[src/prop_pkg.sv]
// prop_pkg: item types, drawing mode codes, register indexes and stage
// feature struct for the pixel raster op unit
// no dependencies
package prop_pkg;

  localparam int ChanW = 8;
  localparam int SumW  = 10;
  localparam int CfgW  = 32;
  localparam int IdxW  = 2;

  localparam logic [ChanW-1:0] ChanMax   = 8'd255;
  localparam logic [ChanW-1:0] AlphaHalf = 8'd127;

  localparam logic [3:0] MODE_COPY     = 4'd0;
  localparam logic [3:0] MODE_OVER     = 4'd1;
  localparam logic [3:0] MODE_ERASE    = 4'd2;
  localparam logic [3:0] MODE_INVERT   = 4'd3;
  localparam logic [3:0] MODE_ADD      = 4'd4;
  localparam logic [3:0] MODE_SUBTRACT = 4'd5;
  localparam logic [3:0] MODE_BLEND    = 4'd6;
  localparam logic [3:0] MODE_MIN      = 4'd7;
  localparam logic [3:0] MODE_MAX      = 4'd8;
  localparam logic [3:0] MODE_SELECT   = 4'd9;
  localparam logic [3:0] MODE_ALPHA    = 4'd10;

  localparam logic [IdxW-1:0] REG_ROP_MODE   = 2'd0;
  localparam logic [IdxW-1:0] REG_HIGH_COLOR = 2'd1;
  localparam logic [IdxW-1:0] REG_LOW_COLOR  = 2'd2;

  typedef struct packed {
    logic [ChanW-1:0] src_red;
    logic [ChanW-1:0] src_green;
    logic [ChanW-1:0] src_blue;
    logic [ChanW-1:0] src_alpha;
    logic [ChanW-1:0] dst_red;
    logic [ChanW-1:0] dst_green;
    logic [ChanW-1:0] dst_blue;
    logic [ChanW-1:0] dst_alpha;
    logic             pick_high;
  } in_item_t;

  typedef struct packed {
    logic [ChanW-1:0] out_red;
    logic [ChanW-1:0] out_green;
    logic [ChanW-1:0] out_blue;
    logic [ChanW-1:0] out_alpha;
  } out_item_t;

  typedef struct packed {
    logic [SumW-1:0]  ssum;
    logic [SumW-1:0]  dsum;
    logic             pen;
    logic             src_hi;
    logic             src_lo;
    logic             dst_hi;
    logic             dst_lo;
    logic [ChanW:0]   add_red;
    logic [ChanW:0]   add_green;
    logic [ChanW:0]   add_blue;
    logic [ChanW:0]   sub_red;
    logic [ChanW:0]   sub_green;
    logic [ChanW:0]   sub_blue;
  } feat_t;

endpackage

[src/prop_feat.sv]
// prop_feat: first compute stage, channel sums, differences, pen and
// color matches from one input item; uses prop_pkg
module prop_feat
  import prop_pkg::*;
(
  input  in_item_t        item,
  input  logic [CfgW-1:0] high_color,
  input  logic [CfgW-1:0] low_color,
  output feat_t           feat
);

  logic [CfgW-1:0] src_px;
  logic [CfgW-1:0] dst_px;

  assign src_px = {item.src_red, item.src_green, item.src_blue, item.src_alpha};
  assign dst_px = {item.dst_red, item.dst_green, item.dst_blue, item.dst_alpha};

  always_comb begin
    feat.ssum = {2'b00, item.src_red} + {2'b00, item.src_green}
              + {2'b00, item.src_blue};
    feat.dsum = {2'b00, item.dst_red} + {2'b00, item.dst_green}
              + {2'b00, item.dst_blue};
    feat.pen    = item.pick_high && (item.src_alpha > AlphaHalf);
    feat.src_hi = (src_px == high_color);
    feat.src_lo = (src_px == low_color);
    feat.dst_hi = (dst_px == high_color);
    feat.dst_lo = (dst_px == low_color);
    feat.add_red   = {1'b0, item.src_red}   + {1'b0, item.dst_red};
    feat.add_green = {1'b0, item.src_green} + {1'b0, item.dst_green};
    feat.add_blue  = {1'b0, item.src_blue}  + {1'b0, item.dst_blue};
    feat.sub_red   = {1'b0, item.src_red}   - {1'b0, item.dst_red};
    feat.sub_green = {1'b0, item.src_green} - {1'b0, item.dst_green};
    feat.sub_blue  = {1'b0, item.src_blue}  - {1'b0, item.dst_blue};
  end

endmodule

[src/prop_mux.sv]
// prop_mux: second compute stage, forms the result pixel per drawing mode
// from the item and its features; uses prop_pkg
module prop_mux
  import prop_pkg::*;
(
  input  in_item_t        item,
  input  feat_t           feat,
  input  logic [3:0]      rop_mode,
  input  logic [CfgW-1:0] high_color,
  input  logic [CfgW-1:0] low_color,
  output out_item_t       result
);

  out_item_t src_o;
  out_item_t dst_o;

  function automatic logic [ChanW-1:0] sat_add(input logic [ChanW:0] v);
    return v[ChanW] ? ChanMax : v[ChanW-1:0];
  endfunction

  function automatic logic [ChanW-1:0] clip_sub(input logic [ChanW:0] v);
    return v[ChanW] ? '0 : v[ChanW-1:0];
  endfunction

  assign src_o = {item.src_red, item.src_green, item.src_blue, item.src_alpha};
  assign dst_o = {item.dst_red, item.dst_green, item.dst_blue, item.dst_alpha};

  always_comb begin
    result = '0;
    case (rop_mode)
      MODE_COPY, MODE_ALPHA: begin
        result = src_o;
      end
      MODE_ADD: begin
        result = {sat_add(feat.add_red), sat_add(feat.add_green),
                  sat_add(feat.add_blue), {ChanW{1'b0}}};
      end
      MODE_SUBTRACT: begin
        result = {clip_sub(feat.sub_red), clip_sub(feat.sub_green),
                  clip_sub(feat.sub_blue), {ChanW{1'b0}}};
      end
      MODE_BLEND: begin
        result = {feat.add_red[ChanW:1], feat.add_green[ChanW:1],
                  feat.add_blue[ChanW:1], {ChanW{1'b0}}};
      end
      MODE_MIN: begin
        result = (feat.ssum > feat.dsum) ? dst_o : src_o;
      end
      MODE_MAX: begin
        result = (feat.ssum < feat.dsum) ? dst_o : src_o;
      end
      MODE_OVER: begin
        result = feat.pen ? src_o : dst_o;
      end
      MODE_INVERT: begin
        if (feat.pen) begin
          result = {item.dst_red ^ ChanMax, item.dst_green ^ ChanMax,
                    item.dst_blue ^ ChanMax, {ChanW{1'b0}}};
        end else begin
          result = dst_o;
        end
      end
      MODE_ERASE: begin
        result = feat.pen ? out_item_t'(low_color) : dst_o;
      end
      MODE_SELECT: begin
        if (feat.src_hi) begin
          result = (item.pick_high && feat.dst_hi) ? out_item_t'(low_color) : dst_o;
        end else if (feat.src_lo) begin
          result = (item.pick_high && feat.dst_lo) ? out_item_t'(high_color) : dst_o;
        end else begin
          result = dst_o;
        end
      end
      default: begin
        result = '0;
      end
    endcase
  end

endmodule

[src/pixel_raster_op_unit.sv]
// pixel_raster_op_unit: top level, config registers and three-stage
// pipeline; uses prop_pkg, prop_feat and prop_mux
//
//   channel | signals                              | accepted when
//   in      | in_valid, in_ready, in_item          | in_valid && in_ready
//   out     | out_valid, out_ready, out_item       | out_valid && out_ready
//   cfg     | cfg_we, cfg_index, cfg_data          | cfg_we
//
// three register stages: input capture, features, result
// one item per cycle sustained while out_ready stays high
// each stage advances when it is empty or the next one takes its item
// rst clears valid bits and config registers to zero
module pixel_raster_op_unit
  import prop_pkg::*;
(
  input  logic            clk,
  input  logic            rst,
  input  logic            in_valid,
  output logic            in_ready,
  input  in_item_t        in_item,
  output logic            out_valid,
  input  logic            out_ready,
  output out_item_t       out_item,
  input  logic            cfg_we,
  input  logic [IdxW-1:0] cfg_index,
  input  logic [CfgW-1:0] cfg_data
);

  logic [3:0]      rop_mode;
  logic [CfgW-1:0] high_color;
  logic [CfgW-1:0] low_color;

  logic      v1;
  logic      v2;
  in_item_t  item1;
  in_item_t  item2;
  feat_t     feat2;
  feat_t     feat_next;
  out_item_t result_next;
  logic      ready2;
  logic      ready3;

  always_ff @(posedge clk) begin
    if (rst) begin
      rop_mode   <= MODE_COPY;
      high_color <= '0;
      low_color  <= '0;
    end else if (cfg_we) begin
      case (cfg_index)
        REG_ROP_MODE:   rop_mode   <= cfg_data[3:0];
        REG_HIGH_COLOR: high_color <= cfg_data;
        REG_LOW_COLOR:  low_color  <= cfg_data;
        default: ;
      endcase
    end
  end

  assign ready3   = !out_valid || out_ready;
  assign ready2   = !v2 || ready3;
  assign in_ready = !v1 || ready2;

  prop_feat u_feat (
    .item       (item1),
    .high_color (high_color),
    .low_color  (low_color),
    .feat       (feat_next)
  );

  prop_mux u_mux (
    .item       (item2),
    .feat       (feat2),
    .rop_mode   (rop_mode),
    .high_color (high_color),
    .low_color  (low_color),
    .result     (result_next)
  );

  always_ff @(posedge clk) begin
    if (rst) begin
      v1        <= 1'b0;
      v2        <= 1'b0;
      out_valid <= 1'b0;
    end else begin
      if (in_ready) begin
        v1 <= in_valid;
      end
      if (ready2) begin
        v2 <= v1;
      end
      if (ready3) begin
        out_valid <= v2;
      end
    end
  end

  always_ff @(posedge clk) begin
    if (in_ready && in_valid) begin
      item1 <= in_item;
    end
    if (ready2 && v1) begin
      item2 <= item1;
      feat2 <= feat_next;
    end
    if (ready3 && v2) begin
      out_item <= result_next;
    end
  end

endmodule

[config.mk]
export PLATFORM = sky130hd
export DESIGN_NAME = pixel_raster_op_unit
export DESIGN_NICKNAME = d
export VERILOG_FILES = /design/src/prop_pkg.sv /design/src/prop_feat.sv /design/src/prop_mux.sv /design/src/pixel_raster_op_unit.sv
export SDC_FILE = /design/constraint.sdc
export NUM_CORES = 1
export LEC_CHECK = 0
export BUFFER_PORTS_ARGS = -buffer_cell sky130_fd_sc_hd__clkbuf_2
export CORE_MARGIN = 2
export CORE_UTILIZATION = 28
export CTS_CLUSTER_DIAMETER = 80
export DETAILED_ROUTE_END_ITERATION = 16
export GPL_ROUTABILITY_DRIVEN = 0
export PLACE_DENSITY = 0.51
export SLEW_MARGIN = 10
export SYNTH_ARGS = -nofsm -noshare
export SYNTH_HDL_FRONTEND = slang
export SYNTH_SLANG_ARGS = --single-unit
[constraint.sdc]
create_clock -name clk -period 16 [get_ports clk]
set_clock_uncertainty 0.2 [all_clocks]
set_input_delay 3.2 -clock clk [delete_from_list [all_inputs] [get_ports clk]]
set_output_delay 3.2 -clock clk [all_outputs]
set_load 0.05 [all_outputs]
==> impl_metrics.env <==
export IMPL_nFillCells=6257
export IMPL_post_cts_resize_count=0
export IMPL_clk_latency_ns=0.57
export IMPL_p_clk_frac=0.344
export IMPL_clockBufferDepth=3
export IMPL_yosys_area_top_type="edfxtp_1"
export IMPL_r2r_end="feat2[77]"
export IMPL_wl_met3_microns=6040
export IMPL_cts_tree="done"
export IMPL_grt_antenna_before_repair=1
export IMPL_rsz0062_at_grt="false"
export IMPL_p_int_mw=1.56
export IMPL_ios=138
export IMPL_dr_total_vias=14000
export IMPL_fin_hold_ws_ns=0.267
export IMPL_drv_slew=0
export IMPL_syn_inst=1666
export IMPL_status="completed"
export IMPL_peakVddDrop_v=0.0000760
export IMPL_maxCapViolCount=0
export IMPL_grt_pass1_vias=13600
export IMPL_dr_max_layer_used="met5"
export IMPL_grt_overflow=0
export IMPL_grt_use_total=0.195
export IMPL_cts_buffers=36
export IMPL_crit_end="in_ready"
export IMPL_wl_met2_microns=28400
export IMPL_crit_type="in2out"
export IMPL_port_buffers=137
export IMPL_fp_dieW_microns=254
export IMPL_post_route_cells_drive_above_1_share=0.124
export IMPL_post_cts_setup_buffers=0
export IMPL_clk_pin_slew_worst_paths_ns=0.06
export IMPL_hp_class="reg2reg"
export IMPL_synthFlopType="edfxtp_1"
export IMPL_dp_cells=2586
export IMPL_area_delta_synth_final_pct=15.3
export IMPL_p_leak_nw=7.82
export IMPL_period_minus_slack_ns=7.69
export IMPL_setup_viol=0
export IMPL_worst_slew_pin_slew_ns=1.23
export IMPL_drtIter0Drc=1487
export IMPL_cts_max_level=2
export IMPL_grt_start_max_net_pins=142
export IMPL_ff2ff_setup_slack_ns=11.76
export IMPL_start_util=0.284
export IMPL_synth_edf_count=238
export IMPL_ant_nets=0
export IMPL_startpoint="out_ready"
export IMPL_netlist_top_cells_count="238 x edfxtp_1, 159 x nand2_1, 143 x xor2_1, 129 x nor2_1, 120 x a21oi_1"
export IMPL_synth_top_cell_area_share=0.407
export IMPL_synthMostInstantiatedCell="edfxtp_1"
export IMPL_final_util=0.328
export IMPL_first_pass_iters=6
export IMPL_rows=91
export IMPL_synth_cell_type_count=68
export IMPL_fmax_ghz=0.130
export IMPL_postSynthAreaPerCell_sq_um=10.5
export IMPL_power_density_mw_per_mm2=111
export IMPL_critPathCaptureType="primary output"
export IMPL_comb_power_share=0.197
export IMPL_finalHoldViolations=0
export IMPL_layout_cells_non_filler=2652
export IMPL_wire_per_inst_microns=24.0
export IMPL_grt_pass1_wl_microns=91200
export IMPL_drt_total_wl_microns=63600
export IMPL_synth_area_leaders="edfxtp_1 41%, dfxtp_1 8.1%, xor2_1 7.1%, ha_1 6.4%, a21oi_1 3.4%"
export IMPL_syn_area_sq_mm=0.0176
export IMPL_drc=0
export IMPL_dpl_hpwl_microns=46200
export IMPL_worst_r2r_cell_count=13
export IMPL_antennaDiodeCount=0
export IMPL_avgViaCountPerCell=5.29
export IMPL_max_slew_margin=0.180
export IMPL_swShare=0.309
export IMPL_synth_nets=1870
export IMPL_cts_num_sinks=309
export IMPL_required_ns=12.60
export IMPL_period_share=0.481
export IMPL_ctsRootBufferMaster="clkbuf_16"
export IMPL_p_switching_mw=0.695
export IMPL_yosysSeqAreaShare=0.488
export IMPL_dieArea_sq_mm=0.0648
export IMPL_wl_met1_microns=25800
export IMPL_core_sq_mm=0.0618
export IMPL_rr_startpoint="item1[58]"
export IMPL_critPathLaunchType="input port"
export IMPL_power_frac_seq=0.458
export IMPL_hold_buffers=0
export IMPL_nets=1991
export IMPL_worstPathMaxFanout=6
export IMPL_fin_tns_setup_ns=0
export IMPL_die_y_microns=254
export IMPL_min_path_cells=0
export IMPL_async_flop_share=0
export IMPL_ys_warnings_count=0
export IMPL_crit_arrival_ns=4.29
export IMPL_ys_ff_latch=309
[logic make-up (layout without fill, tap and decap cells)]
group,count (synthesis),count (layout),share of synthesized area
AOI/OAI and AO/OA,428,428,0.165
xor gates and xnor gates,183,183,0.0912
adders and majority gates,100,100,0.0755
buffers and inverters,160,309,0.0374
DFF,309,309,0.488
muxes,49,49,0.0281
and+or+nand+nor,437,437,0.115
[state kept, by name, summed over array words and instances, names as in the netlist]
signal / count
low_color: 32
out_item: 32
high_color: 32
v1: 1
item2: 65
rop_mode: 4
out_valid: 1
v2: 1
item1: 65
feat2: 76
[cells in the final DEF, fill, tap and decap left out, types with 24 or more instances in the layout]
cell type / instances
nand2_1: 159
xnor2_1: 40
nor4_1: 32
o221ai_1: 32
clkbuf_16: 36
mux2i_1: 47
nor2_1: 128
clkbuf_2: 137
nor2b_1: 24
o22ai_1: 37
inv_1: 84
edfxtp_1: 238
o21ai_0: 51
o211ai_1: 24
ha_1: 90
xor2_1: 143
dfxtp_1: 71
a22oi_1: 35
a21oi_1: 120
[power groups by stage]
stage | logic [mW] | registers [mW] | clock network (mW)
floorplan | 0.322 | 1.02 | 0
global placement | 0.433 | 1.05 | 0
detailed placement | 0.442 | 1.05 | 0
CTS | 0.445 | 1.03 | 0.797
global route | 0.490 | 1.04 | 0.821
finish | 0.445 | 1.03 | 0.776
[cell type report]
cell class | count | area [sq um] | share of cell area
Clock buffer | 42 | 933 | 0.0461
Clock inverter | 24 | 160 | 0.00790
Inverter | 86 | 323 | 0.0159
Multi-Input combinational cell | 1197 | 8380 | 0.414
Sequential cell | 309 | 8570 | 0.423
Tap cell | 837 | 1050 | 0.0517
Timing Repair Buffer | 157 | 848 | 0.0419
[critical path, stage by stage]
cell      delay (ns)
clkbuf_2        0.08
nor2b_1         0.55
nand3_1         0.18
clkbuf_2        0.28
[how the worst min path moves through the flow]
| stage | start | endpoint | slack [ns] |
|---|---|---|---|
| detailed placement | item1[0] | item2[0] | 0.26 |
| global route | item1[0] | item2[0] | 0.29 |
| global placement | item1[0] | item2[0] | 0.25 |
| CTS | item1[0] | item2[0] | 0.27 |
| finish | item1[0] | item2[0] | 0.27 |
| floorplan | item1[0] | item2[0] | 0.22 |
[per-stage QoR]
step           setup WS, ns  total power, mW  cell area, sq um
6_report               8.31             2.25             20300
5_1_grt                8.22             2.35             20300
4_1_cts                8.30             2.27             20300
3_5_place_dp           8.30             1.49             19200
3_3_place_gp           8.30             1.48             19200
2_1_floorplan          1.47             1.34             17600
[metal layers]
layer  GRT usage  vias up
li1            -     6379
met1       0.253     6737
met2       0.304      742
met3      0.0399      161
met4       0.106        2
met5           0        -
Note: power is estimated with default switching activity, not from simulation.
